`src/design/u8s_pkg.sv`:
```
// Shared types and constants for the UTF-8 sequence scrubber.
`timescale 1ns / 1ps
`default_nettype none

package u8s_pkg;

  localparam int HOLD_DEPTH = 4;
  localparam int COUNT_W    = 3;
  localparam int RUN_W      = 2;

  localparam int LIMIT_RESET_VALUE = 65535;

  // register index on the config port (byte address / 4)
  localparam logic REG_OUTPUT_LIMIT = 1'b0;

  // byte classes and second-byte bounds
  localparam logic [7:0] ASCII_END  = 8'h80;
  localparam logic [7:0] LEAD2_LO   = 8'hC2;
  localparam logic [7:0] LEAD2_HI   = 8'hDF;
  localparam logic [7:0] LEAD3_LO   = 8'hE0;
  localparam logic [7:0] LEAD3_SURR = 8'hED;
  localparam logic [7:0] LEAD4_LO   = 8'hF0;
  localparam logic [7:0] LEAD4_HI   = 8'hF4;
  localparam logic [7:0] CONT_MASK  = 8'hC0;
  localparam logic [7:0] CONT_TAG   = 8'h80;
  localparam logic [7:0] E0_MIN     = 8'hA0;
  localparam logic [7:0] ED_MAX     = 8'h9F;
  localparam logic [7:0] F0_MIN     = 8'h90;
  localparam logic [7:0] F4_MAX     = 8'h8F;

  typedef enum logic [1:0] {
    ST_IDLE,
    ST_SCAN,
    ST_FINISH
  } state_t;

  // what to do with the byte at the front of the hold buffer
  typedef enum logic [1:0] {
    ACT_DONE,   // buffer empty
    ACT_EMIT,   // front byte starts a good sequence (or is ASCII)
    ACT_DROP,   // front byte is a bad lead or an orphan, or its sequence fails a check
    ACT_SHORT   // lead waits for more bytes
  } act_t;

  typedef struct packed {
    act_t             act;
    logic [RUN_W-1:0] run;   // bytes still to follow the front in its sequence
  } verdict_t;

endpackage

`default_nettype wire

```
`src/design/u8s_check.sv`:
```
// Front-of-buffer classifier: sequence length, continuation and bound checks.
`timescale 1ns / 1ps
`default_nettype none

module u8s_check (
  input  logic [7:0]                   held [u8s_pkg::HOLD_DEPTH],
  input  logic [u8s_pkg::COUNT_W-1:0]  count,
  output u8s_pkg::verdict_t            verdict
);
  import u8s_pkg::*;

  logic [7:0]         b0;
  logic [7:0]         b1;
  logic [COUNT_W-1:0] need;
  logic               cont_ok;
  logic               bound_ok;

  assign b0 = held[0];
  assign b1 = held[1];

  always_comb begin
    if (b0 >= LEAD2_LO && b0 <= LEAD2_HI) begin
      need = COUNT_W'(2);
    end else if (b0 >= LEAD3_LO && b0 < LEAD4_LO) begin
      need = COUNT_W'(3);
    end else if (b0 >= LEAD4_LO && b0 <= LEAD4_HI) begin
      need = COUNT_W'(4);
    end else begin
      need = '0;
    end
  end

  always_comb begin
    cont_ok = 1'b1;
    for (int k = 1; k < HOLD_DEPTH; k++) begin
      if (COUNT_W'(k) < need && (held[k] & CONT_MASK) != CONT_TAG) begin
        cont_ok = 1'b0;
      end
    end
  end

  assign bound_ok = !((b0 == LEAD3_LO   && b1 < E0_MIN) ||
                      (b0 == LEAD3_SURR && b1 > ED_MAX) ||
                      (b0 == LEAD4_LO   && b1 < F0_MIN) ||
                      (b0 == LEAD4_HI   && b1 > F4_MAX));

  always_comb begin
    verdict.run = '0;
    if (count == '0) begin
      verdict.act = ACT_DONE;
    end else if (b0 < ASCII_END) begin
      verdict.act = ACT_EMIT;
    end else if (need == '0) begin
      verdict.act = ACT_DROP;
    end else if (count < need) begin
      verdict.act = ACT_SHORT;
    end else if (!(cont_ok && bound_ok)) begin
      verdict.act = ACT_DROP;
    end else begin
      verdict.act = ACT_EMIT;
      verdict.run = RUN_W'(need - COUNT_W'(1));
    end
  end

endmodule

`default_nettype wire

```
`src/design/utf8_sequence_scrubber.sv`:
```
// UTF-8 sequence scrubber: keeps well-formed UTF-8 from a byte stream, one byte per beat.
// Each input beat is accepted in idle; the scan state then emits or drops held bytes and the
//   finish state hands out the held-back byte or a bare end marker; output stalls hold both
//   states. A new beat is taken only once the last one is through. Results leave through a
//   one-beat output register; one kept byte is held back so the final beat can carry tlast.
// Reset (rst, synchronous) empties the hold buffer, clears counters, output_limit = 65535.
`timescale 1ns / 1ps
`default_nettype none

module utf8_sequence_scrubber #(
  parameter int LIMIT_WIDTH = 16
) (
  input  logic        clk,
  input  logic        rst,
  // input stream
  input  logic        s_tvalid,
  output logic        s_tready,
  input  logic [7:0]  s_tdata,     // [7:0] in_byte
  input  logic        s_tlast,     // in_last
  // output stream
  output logic        m_tvalid,
  input  logic        m_tready,
  output logic [7:0]  m_tdata,     // [7:0] out_byte
  output logic        m_tuser,     // [0] out_valid
  output logic        m_tlast,     // out_last
  // config port
  input  logic        psel,
  input  logic        penable,
  input  logic        pwrite,
  input  logic [2:0]  paddr,
  input  logic [31:0] pwdata,
  output logic [31:0] prdata,
  output logic        pready
);
  import u8s_pkg::*;

  // ---------------------------------------------------------------------------
  // Config register
  // ---------------------------------------------------------------------------
  logic [LIMIT_WIDTH-1:0] output_limit;
  logic                   cfg_write;

  assign pready    = 1'b1;
  assign cfg_write = psel && penable && pwrite && pready && paddr[2] == REG_OUTPUT_LIMIT;
  assign prdata    = (paddr[2] == REG_OUTPUT_LIMIT) ? 32'(output_limit) : '0;

  always_ff @(posedge clk) begin
    if (rst) begin
      output_limit <= LIMIT_WIDTH'(LIMIT_RESET_VALUE);
    end else if (cfg_write) begin
      output_limit <= pwdata[LIMIT_WIDTH-1:0];
    end
  end

  // ---------------------------------------------------------------------------
  // State
  // ---------------------------------------------------------------------------
  state_t                 state;
  state_t                 state_next;

  logic [7:0]             held [HOLD_DEPTH];   // prefix of one pending sequence
  logic [COUNT_W-1:0]     held_count;
  logic [RUN_W-1:0]       run;                 // committed bytes left to emit
  logic [LIMIT_WIDTH-1:0] written_count;
  logic [LIMIT_WIDTH:0]   scan_count;          // can reach output_limit + 1
  logic                   message_ended;
  logic                   at_end;              // this beat closes the message
  logic                   last_beat;
  logic                   pend_valid;          // kept byte not yet handed out
  logic [7:0]             pend_byte;

  verdict_t               verdict;

  u8s_check u_check (
    .held    (held),
    .count   (held_count),
    .verdict (verdict)
  );

  // ---------------------------------------------------------------------------
  // Control
  // ---------------------------------------------------------------------------
  logic accept;
  logic cut;
  logic append;
  logic out_free;
  logic front_emit;
  logic emit_write;
  logic stall;
  logic shift;
  logic step_done;
  logic finish_go;
  logic load_out;

  assign accept   = s_tvalid && s_tready;
  assign cut      = scan_count > {1'b0, output_limit};
  assign append   = accept && !message_ended && s_tdata != 8'h00 && !cut &&
                    held_count < COUNT_W'(HOLD_DEPTH);
  assign out_free = !m_tvalid || m_tready;

  always_comb begin
    state_next = state;
    case (state)
      ST_IDLE: begin
        if (s_tvalid) state_next = ST_SCAN;
      end
      ST_SCAN: begin
        if (step_done) state_next = ST_FINISH;
      end
      ST_FINISH: begin
        if (finish_go) state_next = ST_IDLE;
      end
      default: state_next = ST_IDLE;
    endcase
  end

  always_comb begin
    s_tready   = 1'b0;
    front_emit = 1'b0;
    emit_write = 1'b0;
    stall      = 1'b0;
    shift      = 1'b0;
    step_done  = 1'b0;
    finish_go  = 1'b0;
    load_out   = 1'b0;
    case (state)
      ST_IDLE: begin
        s_tready = 1'b1;
      end
      ST_SCAN: begin
        front_emit = (run != '0) || verdict.act == ACT_EMIT;
        emit_write = front_emit && written_count < output_limit;
        // a second kept byte pushes the held-back one out
        stall      = emit_write && pend_valid && !out_free;
        shift      = (front_emit || (run == '0 && verdict.act == ACT_DROP)) && !stall;
        step_done  = run == '0 && (verdict.act == ACT_DONE || verdict.act == ACT_SHORT);
        load_out   = emit_write && pend_valid && !stall;
      end
      ST_FINISH: begin
        finish_go = !(last_beat || pend_valid) || out_free;
        load_out  = (last_beat || pend_valid) && out_free;
      end
      default: begin
      end
    endcase
  end

  // ---------------------------------------------------------------------------
  // Registers
  // ---------------------------------------------------------------------------
  always_ff @(posedge clk) begin
    if (rst) begin
      state <= ST_IDLE;
    end else begin
      state <= state_next;
    end
  end

  // hold buffer: append at the tail, shift one byte off the front per scan cycle unless stalled
  always_ff @(posedge clk) begin
    if (append) begin
      held[held_count[RUN_W-1:0]] <= s_tdata;
    end else if (shift) begin
      for (int i = 0; i < HOLD_DEPTH - 1; i++) begin
        held[i] <= held[i + 1];
      end
    end
  end

  always_ff @(posedge clk) begin
    if (rst) begin
      held_count    <= '0;
      run           <= '0;
      written_count <= '0;
      scan_count    <= '0;
      message_ended <= 1'b0;
      at_end        <= 1'b0;
      last_beat     <= 1'b0;
      pend_valid    <= 1'b0;
    end else begin
      if (accept) begin
        last_beat <= s_tlast;
        at_end    <= s_tdata == 8'h00 || cut || s_tlast;
      end
      if (append) begin
        held_count <= held_count + COUNT_W'(1);
        scan_count <= scan_count + (LIMIT_WIDTH + 1)'(1);
      end
      if (shift) begin
        held_count <= held_count - COUNT_W'(1);
        if (run != '0) begin
          run <= run - RUN_W'(1);
        end else if (verdict.act == ACT_EMIT) begin
          run <= verdict.run;
        end
      end
      if (shift && emit_write) begin
        pend_valid    <= 1'b1;
        written_count <= written_count + LIMIT_WIDTH'(1);
      end
      // incomplete lead at the end of a message: drop it and the rest
      if (step_done && at_end) begin
        held_count    <= '0;
        message_ended <= 1'b1;
      end
      if (state == ST_FINISH && finish_go) begin
        pend_valid <= 1'b0;
        if (last_beat) begin
          held_count    <= '0;
          written_count <= '0;
          scan_count    <= '0;
          message_ended <= 1'b0;
        end
      end
    end
  end

  always_ff @(posedge clk) begin
    if (shift && emit_write) begin
      pend_byte <= held[0];
    end
  end

  // output register
  always_ff @(posedge clk) begin
    if (rst) begin
      m_tvalid <= 1'b0;
    end else if (load_out) begin
      m_tvalid <= 1'b1;
    end else if (m_tready) begin
      m_tvalid <= 1'b0;
    end
  end

  always_ff @(posedge clk) begin
    if (load_out) begin
      m_tdata <= pend_valid ? pend_byte : 8'h00;   // bare end marker carries zero
      m_tuser <= pend_valid;
      m_tlast <= state == ST_FINISH && last_beat;
    end
  end

  // ---------------------------------------------------------------------------
  // Assertions
  // ---------------------------------------------------------------------------
`ifndef SYNTHESIS
  // a held-back byte never survives past the end of its beat
  a_pend_flushed: assert property (@(posedge clk) disable iff (rst)
    s_tready |-> !pend_valid)
    else $error("held-back byte left over when taking a new beat");

  // held bytes never exceed the hold buffer depth
  a_hold_bound: assert property (@(posedge clk) disable iff (rst)
    held_count <= COUNT_W'(HOLD_DEPTH))
    else $error("hold buffer overflow");

  // a committed sequence is fully emitted inside the scan phase
  a_run_in_scan: assert property (@(posedge clk) disable iff (rst)
    state != ST_SCAN |-> run == '0)
    else $error("committed sequence cut short");

  // the output register is never overwritten while it still waits
  a_no_overwrite: assert property (@(posedge clk) disable iff (rst)
    load_out |-> out_free)
    else $error("output beat overwritten");
`endif

endmodule

`default_nettype wire

```
`config.mk`:
```
export PLATFORM = sky130hd
export DESIGN_NAME = utf8_sequence_scrubber
export DESIGN_NICKNAME = d
export VERILOG_FILES = /design/src/design/u8s_pkg.sv /design/src/design/u8s_check.sv /design/src/design/utf8_sequence_scrubber.sv
export SDC_FILE = /design/constraint.sdc
export NUM_CORES = 1
export LEC_CHECK = 0
export BUFFER_PORTS_ARGS = -buffer_cell sky130_fd_sc_hd__buf_2
export CAP_MARGIN = 20
export CORE_ASPECT_RATIO = 1.25
export CORE_UTILIZATION = 60
export CTS_CLUSTER_DIAMETER = 80
export DETAILED_ROUTE_END_ITERATION = 12
export GPL_ROUTABILITY_DRIVEN = 0
export PLACE_DENSITY = 0.82
export SKIP_CTS_REPAIR_TIMING = 1
export SLEW_MARGIN = 10
export SYNTH_ARGS = -nofsm -noshare
export SYNTH_HDL_FRONTEND = slang
export SYNTH_HIERARCHICAL = 1
export SYNTH_SLANG_ARGS = --single-unit
```
`constraint.sdc`:
```
create_clock -name clk -period 9.45 [get_ports clk]
set_clock_uncertainty 0.05 [all_clocks]
set_input_delay 0.945 -clock clk [delete_from_list [all_inputs] [get_ports clk]]
set_output_delay 0.945 -clock clk [all_outputs]
set_load 0.1 [all_outputs]
```
==> Word level (Yosys, flattened, before mapping) <==
Cells that the tools add are included.
{ "word_totals": {"regBits": 111, "memories": 0, "out_inout_bits": 45, "latchBits": 0, "ram_bits": 0, "mem_bits_ro": 0} }
{ "op_classes": {"eq_ne": 15, "n_addsub": 6, "shift": 0, "n_lt_le_gt_ge": 20, "mux": 50, "div_mod_pow": 0, "n_mul": 0, "bitwise_logic": 2, "n_reduce_logical": 64} }
{ "op_table": {"columns": ["op", "n"], "rows": [
  ["16-bit two-way mux", 4],
  ["17-bit two-way mux", 3],
  ["24-bit two-way mux", 2],
  ["32-bit bitwise mux", 1],
  ["8-bit equality test, second input constant", 4],
  ["1-bit logical AND", 32],
  ["8-bit less-than comparator, second input constant", 4],
  ["2-bit two-way mux", 15],
  ["8-bit greater-or-equal comparator, second input constant", 3],
  ["3-bit two-way mux", 8],
  ["17-bit by 1-bit adder with 17-bit output, second input constant", 1],
  ["17-bit by 16-bit greater-than comparator with 1-bit output", 1],
  ["16-bit by 1-bit adder with 16-bit output, second input constant", 1],
  ["8-bit demux with 2-bit select", 1],
  ["8-bit greater-than comparator, second input constant", 2],
  ["8-bit <= comparator, second input constant", 2],
  ["16-bit less-than comparator", 1],
  ["1-bit two-way mux", 13],
  ["2-bit inequality test, second input constant", 6],
  ["1-bit logical OR", 11],
  ["8-bit logical NOT", 1],
  ["8-bit two-way mux", 1],
  ["2-bit nonzero test", 4],
  ["8-bit nonzero test", 1],
  ["other kinds (21)", 35]
]} }

==> Depth between registers and ports, before layout <==
Gate-level depths: netlist (run 1).
{ "depth": {"ltp_word": 28, "mapped_depth": 18, "ltp_nobuf": 17} }

==> Modules after synthesis <==
The synthesis (run 1) kept the hierarchy.
{ "by_module_without_submodules": {"columns": ["mod", "n_inst", "area_each_um2", "seq_area_each_um2", "cells_each"], "rows": [
  ["utf8_sequence_scrubber", 1, 5664.2, 2722.6, 608],
  ["u8s_check", 1, 286.5, 0.0, 42]
]} }

==> Worst setup path after synthesis (run 1) <==
No wires, ideal clock.
{ "synth_path": {"path_type": "register to register", "start": "register held[28] (netlist name)", "end": "register m_tdata[0], enable pin", "arrival_time_ns": 3.726, "path_stages_with_launch": 17, "synth_period_minus_slack_ns": 4.154, "path_slack_ns": 5.296, "required_ns": 9.023, "cell_sequence": "edfxtp_1 -> nor4_2 -> nor3_2 -> nor2_1 -> ha_1 -> a21o_1 -> a21oi_1 -> o21ai_0 -> a311oi_1 -> ha_1 -> nor3_1 -> a211oi_1 -> and2_1 -> clkbuf_1 -> nand4_1 -> a21bo_2 -> nor2b_1"} }
{ "synth_lines": {"columns": ["item", "line", "source"], "rows": [
  ["from (decl)", "utf8_sequence_scrubber.sv:61", "logic [7:0] held [HOLD_DEPTH];"],
  ["from (signal, indexed assignment)", "utf8_sequence_scrubber.sv:162", "held[held_count[RUN_W-1:0]] <= s_tdata;"],
  ["from (signal, indexed assignment)", "utf8_sequence_scrubber.sv:165", "held[i] <= held[i + 1];"],
  ["to (signal assigned)", "utf8_sequence_scrubber.sv:237", "m_tdata <= pend_valid ? pend_byte : 8'h00;"],
  ["to (decl)", "utf8_sequence_scrubber.sv:23", "output logic [7:0] m_tdata,"]
]} }

==> results of run 1 <==
## worst max-delay path, delay by kind of cell (launching register included)
kind	cells	cell delay, ns
AO/OA/AOI/OAI	6	1.42
flip-flops	1	0.48
AND/OR/NAND/NOR	7	1.87
adder cells (fa/ha/maj)	2	0.53
## cell type report
type                            instances  area (um2)  share of cell area (%)
Multi-Input combinational cell        476        2930                    44.3
Sequential cell                       111        2720                    41.2
Timing Repair Buffer                   64         350                    5.30
Clock buffer                            9         225                    3.41
Tap cell                              126         158                    2.39
Inverter                               34         128                    1.93
Clock inverter                          7        92.6                    1.40
## worst max-delay path by stage
stage                             startpoint                  endpoint  slack, ns  cells past startpoint
after global routing      held[28]$_DFFE_PP_         m_tuser$_DFFE_PP_       4.39                     15
after floorplan           held[28]$_DFFE_PP_  m_tdata[0]$_SDFFCE_PN0P_       5.30                     16
after detailed placement  held[28]$_DFFE_PP_  m_tdata[3]$_SDFFCE_PN0P_       4.80                     15
after global placement    held[28]$_DFFE_PP_  m_tdata[0]$_SDFFCE_PN0P_       4.96                     15
final                     held[28]$_DFFE_PP_         m_tuser$_DFFE_PP_       4.73                     15
after CTS                 held[28]$_DFFE_PP_         m_tuser$_DFFE_PP_       4.76                     15
## layout by cell type (no fill, tap or decap), types with 5 or more instances in the layout
cell,n
a211o_1,9
a211oi_1,5
a21oi_1,34
and2_1,12
and3_1,5
buf_2,60
clkbuf_16,9
conb_1,17
dfxtp_1,61
edfxtp_1,50
ha_1,44
inv_1,34
nand2_1,94
nand2b_1,5
nand3_1,41
nand4_1,7
nor2_1,61
nor3_1,12
nor4_1,11
nor4b_1,5
o211ai_1,12
o21ai_0,14
or3_1,7
or4_1,5
xnor2_1,16
xor2_1,6
## routing by layer
metal	up-vias	global-route usage, %	routed length (um)
met3	35	3.09	560
li1	2353	-	-
met4	0	12.5	375
met2	147	42.5	6270
met1	2294	32.7	5420
met5	-	0	0
## power groups by stage
stage	clock network (mW)	logic, mW	registers (mW)
6_report	0.406	0.448	0.631
3_3_place_gp	0	0.416	0.638
2_1_floorplan	0	0.353	0.630
5_1_grt	0.425	0.496	0.640
3_5_place_dp	0	0.432	0.642
4_1_cts	0.410	0.435	0.630
## kinds of logic after synthesis
family	count (synthesis)	share of synthesized area, %
xor gates and xnor gates	22	3.24
AOI/OAI and AO/OA	100	11.3
adders and majority gates	44	9.25
DFF	111	45.8
buffers and inverters	78	6.01
other	2	0.126
muxes	3	0.505
and+or+nand+nor	290	23.8
## registers in the layout, summed over array words and instances (netlist names)
register       count
m_tvalid           1
m_tuser            1
output_limit      16
m_tlast            1
scan_count        17
written_count     16
at_end             1
m_tdata            8
last_beat          1
held_count         3
message_ended      1
held              32
run                2
pend_valid         1
state              2
pend_byte          8
==> impl_results.md, run 1 <==
* # rows at 40
* CTS root buf: clkbuf_16
* Vias in the first global route at 4,406
* Sink Count at 111
* First-pass iteration count of the detailed router at 5
* Non-filler cells in the finished layout at 827
* Total Routed Length at 12,600 um
* IO Count at 96
* Slew HR at 34.4%
* Antenna Nets Post-Route at 0
* Area Growth Syn to Fin at 11.0%
* Worst skew pair latency at 0.36 ns
* Worst Slack Setup Final at 4.73 ns
* Crit path kind: reg -> reg
* Reg power frac at 42.5%
* Initial Util at 61.9%
* Total power at 1.48 mW
* Die Span Y at 113 um
* Sequential fraction of the synthesis area at 45.8%
* Pint at 0.928 mW
* Final nets at 791
* DRT iter0 DRCs at 342
* EDFF count, synth at 50
* Core Util, Final at 68.7%
* Max Root-Sink Buffers at 2
* Share of layout cells above drive strength 1 at 13.6%
* Critical Path AT at 4.66 ns
* Fin crit share at 49.9%
* Dpl hpwl at 9170 um
* Clock share of power at 27.3%
* CTS H-tree lvls at 3
* Min cycle time layout at 4.72 ns
* Slowest stage delay, CP at 0.62 ns
* Sw Share at 37.5%
* Initial antenna violation count at 0
* Pleak at 2.81 nW
* Max Cap Violations at 0
* Slowest-stage cell, CP: nor2b_1
* Synth Register Bits at 111
* Crit end category: flip-flop
* Hold Path Class: reg -> reg
* Synth top cells by count: 94 x nand2_1, 62 x nor2_1, 61 x dfxtp_1
* Worst slew pin tran at 0.984 ns
* CTS clk-pin slew, worst paths at 0.08 ns
* Peak VDD IR at 112 uV
* Die Width at 91.1 um
* RSZ-0062 raised after global routing: false
* Core area at 0.00961 mm2
* Final setup vio count at 0
* Yosys cell types at 60
* Switching power at 0.556 mW
* Comb pwr share at 30.2%
* Yosys top cell area share at 25.2%
* Final hold vios at 0
* GRT Util Overall at 25.4%
* Syn Inst Count at 650
* Total die area at 0.0103 mm2
* CTS tree: done
* Cells along the critical path: nor4_2 > nor3_2 > nor2_1 > ha_1 > a21o_1 > a21oi_1 > o21ai_0 > a311oi_1 > ha_1 > nor3_1 > a211oi_1 > and2_1 > nand4_1 > a21bo_2 > nor2b_1
* Via count at 4,829
* DP Cell Count at 810
* Status: finished, final reports clean
* Final Max Slew Viols at 0
* Vias per inst at 5.84
* Largest fanout on the critical path at 10
* Final hold slack at 0.435 ns
* Synth Cell Area at 0.00595 mm2
* IO buf count at 60
* Post-synthesis cell type with the largest combined area: edfxtp_1
* Setup WS pre-CTS at 4.80 ns
* Startpoint Class: flip-flop
* Count leader, synth: nand2_1
* RR Endpoint: m_tuser$_DFFE_PP_
* CTS buffer count at 9
* Placed cell areas at 0.00626 mm2
* Most used cell along the critical path: ha_1
* Worst hold start: last_beat$_SDFFE_PP0P_
* Pwr dens at 225 mW/mm2
* Largest net degree at the start of global routing at 35
* Hold depth at 2
* Reg2reg path depth at 15
* Reg2Reg Setup Slack at 4.73 ns
* Async SR Flop Fraction at 0%
* Synth top area cells: edfxtp_1 25%, dfxtp_1 21%, ha_1 9.3%
* CP required at 9.39 ns
* Achievable clock frequency at 212 MHz
* Antenna Cells at 0
* R2R Path Start: held[28]$_DFFE_PP_
* Overflow after GRT at 0
* Final instance area at 0.00661 mm2
* Endpoint of the worst hold path: last_beat$_SDFFE_PP0P_
* First-pass GRT wire length at 20,800 um
* Drt drc at 0
* TNS Setup at 0 ns
* # fillers at 740
* Synth warnings at 6
* Ys flop type: dfxtp_1
* Drt wl/cell at 15.3 um
* Syn Area/Cell at 9.15 um2
(Power assumes the default switching activity.)
==> run 2: changes to the inputs <==
Settings changed: CORE_UTILIZATION 60 to 51, PLACE_DENSITY 0.82 to 0.74.
Clock period 9.45 ns to 4.3 ns, I/O delays scaled along.
==> run 2 against run 1 <==
  * Sequential share of layout area is 0.33 points lower
  * Clock power is 130% higher
  * Largest power group unchanged
  * Worst hold slack worse by 0.20 ns
  * Sequential power is 120% higher
  * Setup slack worse by 4.5 ns
  * Register-to-register slack worse by 4.5 ns
  * Non-clock buffer count is 5 higher
  * First-iteration DRC count is 16% lower
  * Maximum frequency is 17% higher
  * Critical path type unchanged
  * Via count is 1.1% higher
  * Core utilization is 9.5 points lower
  * Critical path depth is 1 higher
==> impl_results.md, run 2 (synthesized netlist as in run 1, its figures left out) <==
* Status: finished, final reports clean
* Max Cap Violations at 0
* CTS buffer count at 9
* Final setup vio count at 0
* R2R Path Start: held[28]$_DFFE_PP_
* Peak VDD IR at 232 uV
* Largest net degree at the start of global routing at 33
* Via count at 4,880
* First-pass iteration count of the detailed router at 5
* Drt drc at 0
* # rows at 43
* Dpl hpwl at 9630 um
* Sink Count at 111
* Vias in the first global route at 4,588
* Overflow after GRT at 0
* Cells along the critical path: nor4_4 > nor3_2 > nor2_1 > ha_1 > a21o_1 > a21oi_1 > o21ai_0 > a311oi_2 > ha_1 > nor3_1 > a211oi_2 > nand3_1 > buf_4 > or4_1 > xnor2_1 > nor2_1
* Most frequent cells in the layout: 94 x nand2_1, 61 x nor2_1, 61 x dfxtp_1, 60 x buf_2, 50 x edfxtp_1
* Worst skew pair latency at 0.35 ns
* Reg2reg path depth at 16
* Pwr dens at 498 mW/mm2
* Bufs and invs on worst path at 1
* Reg2Reg Setup Slack at 0.26 ns
* Antenna Nets Post-Route at 0
* Achievable clock frequency at 247 MHz
* DP Cell Count at 825
* Fin crit share at 94.0%
* Crit end category: flip-flop
* Final nets at 796
* First-pass GRT wire length at 21,700 um
* Total power at 3.31 mW
* GRT Util Overall at 23.0%
* Min cycle time layout at 4.04 ns
* RSZ-0062 raised after global routing: false
* Setup WS pre-CTS at 0.262 ns
* Slew HR at 34.5%
* Largest fanout on the critical path at 6
* Die Width at 98.6 um
* Share of layout cells above drive strength 1 at 14.3%
* Critical Path Stages at 16
* Max Root-Sink Buffers at 2
* Total die area at 0.0121 mm2
* Hold Path Class: in -> reg
* RR Endpoint: written_count[9]$_SDFF_PP0_
* Vias per inst at 5.81
* Drt wl/cell at 15.7 um
* IO buf count at 60
* Worst Slack Setup Final at 0.256 ns
* Final hold vios at 0
* IO Count at 96
* # fillers at 927
* Leading cell type in the layout, fill and taps excluded: nand2_1
* DRT iter0 DRCs at 288
* Max reg flops at 32
* TNS Setup at 0 ns
* Non-filler cells in the finished layout at 840
* Largest regs: held (32), scan_count (17)
* Final Max Slew Viols at 0
* Critical Path Source: held[28]$_DFFE_PP_
* CP required at 4.46 ns
* Antenna Cells at 0
* Pleak at 2.84 nW
* CTS tree: done
* Final hold slack at 0.235 ns
* Worst setup endpoint: written_count[9]$_SDFF_PP0_
* Area Growth Syn to Fin at 11.9%
* Critical Path AT at 4.20 ns
* Largest delay share family, worst path: simple AND/OR/NAND/NOR gates
* Core area at 0.0112 mm2
* Slowest stage delay, CP at 0.54 ns
* Initial antenna violation count at 0
* Startpoint Class: flip-flop
* Crit path kind: reg -> reg
* Worst slew pin tran at 0.981 ns
* Reg area at 0.00272 mm2
* Die Span Y at 123 um
* Area of the multi-input gates at 0.00295 mm2
* Most flops, register: held
* CTS root buf: clkbuf_16
* Slowest-stage cell, CP: or4_1
* CTS H-tree lvls at 3
* Initial Util at 52.9%
* CTS clk-pin slew, worst paths at 0.08 ns
* Total Routed Length at 13,200 um
run 2: per-layer routing:
layer  vias to the layer above  global-route usage, %  wire, um
li1                       2370                      -         -
met4                         0                   10.4       344
met3                        29                   3.99       578
met1                      2333                   28.6      5730
met5                         -                      0         0
met2                       148                   39.1      6520
run 2: where the power goes:
part	internal [mW]	leakage, nW	switching, mW
combinational	0.304	1.74	0.702
clock	0.517	0.158	0.397
sequential	1.28	0.941	0.116
total	2.10	2.84	1.21
run 2: worst min path at each step:
stage / slack (ns) / startpoint / cells past startpoint / end
6_report: 0.23 / pwdata[13] / 2 / output_limit[13]$_SDFFE_PP1P_
3_3_place_gp: 0.41 / message_ended$_SDFF_PP0_ / 2 / message_ended$_SDFF_PP0_
3_5_place_dp: 0.42 / message_ended$_SDFF_PP0_ / 2 / message_ended$_SDFF_PP0_
2_1_floorplan: 0.39 / message_ended$_SDFF_PP0_ / 2 / message_ended$_SDFF_PP0_
4_1_cts: 0.23 / pwdata[13] / 2 / output_limit[13]$_SDFFE_PP1P_
5_1_grt: 0.22 / pwdata[13] / 2 / output_limit[13]$_SDFFE_PP1P_
run 2: cell type report:
type                    count  share of cell area, %
clock buffers               9                   3.38
clock inverters             6                   1.47
inverters                  34                   1.92
multi-input cells         476                   44.3
flip-flops and latches    111                   40.9
well taps                 135                   2.54
repair buffers             69                   5.52
run 2: through the flow:
| stage | area [um2] | utilization, % |
|---|---|---|
| floorplan | 6010 | - |
| global placement | 6320 | 56.2 |
| detailed placement | 6320 | 56.2 |
| CTS | 6640 | 59.0 |
| global route | 6660 | 59.2 |
| finish | 6660 | 59.2 |
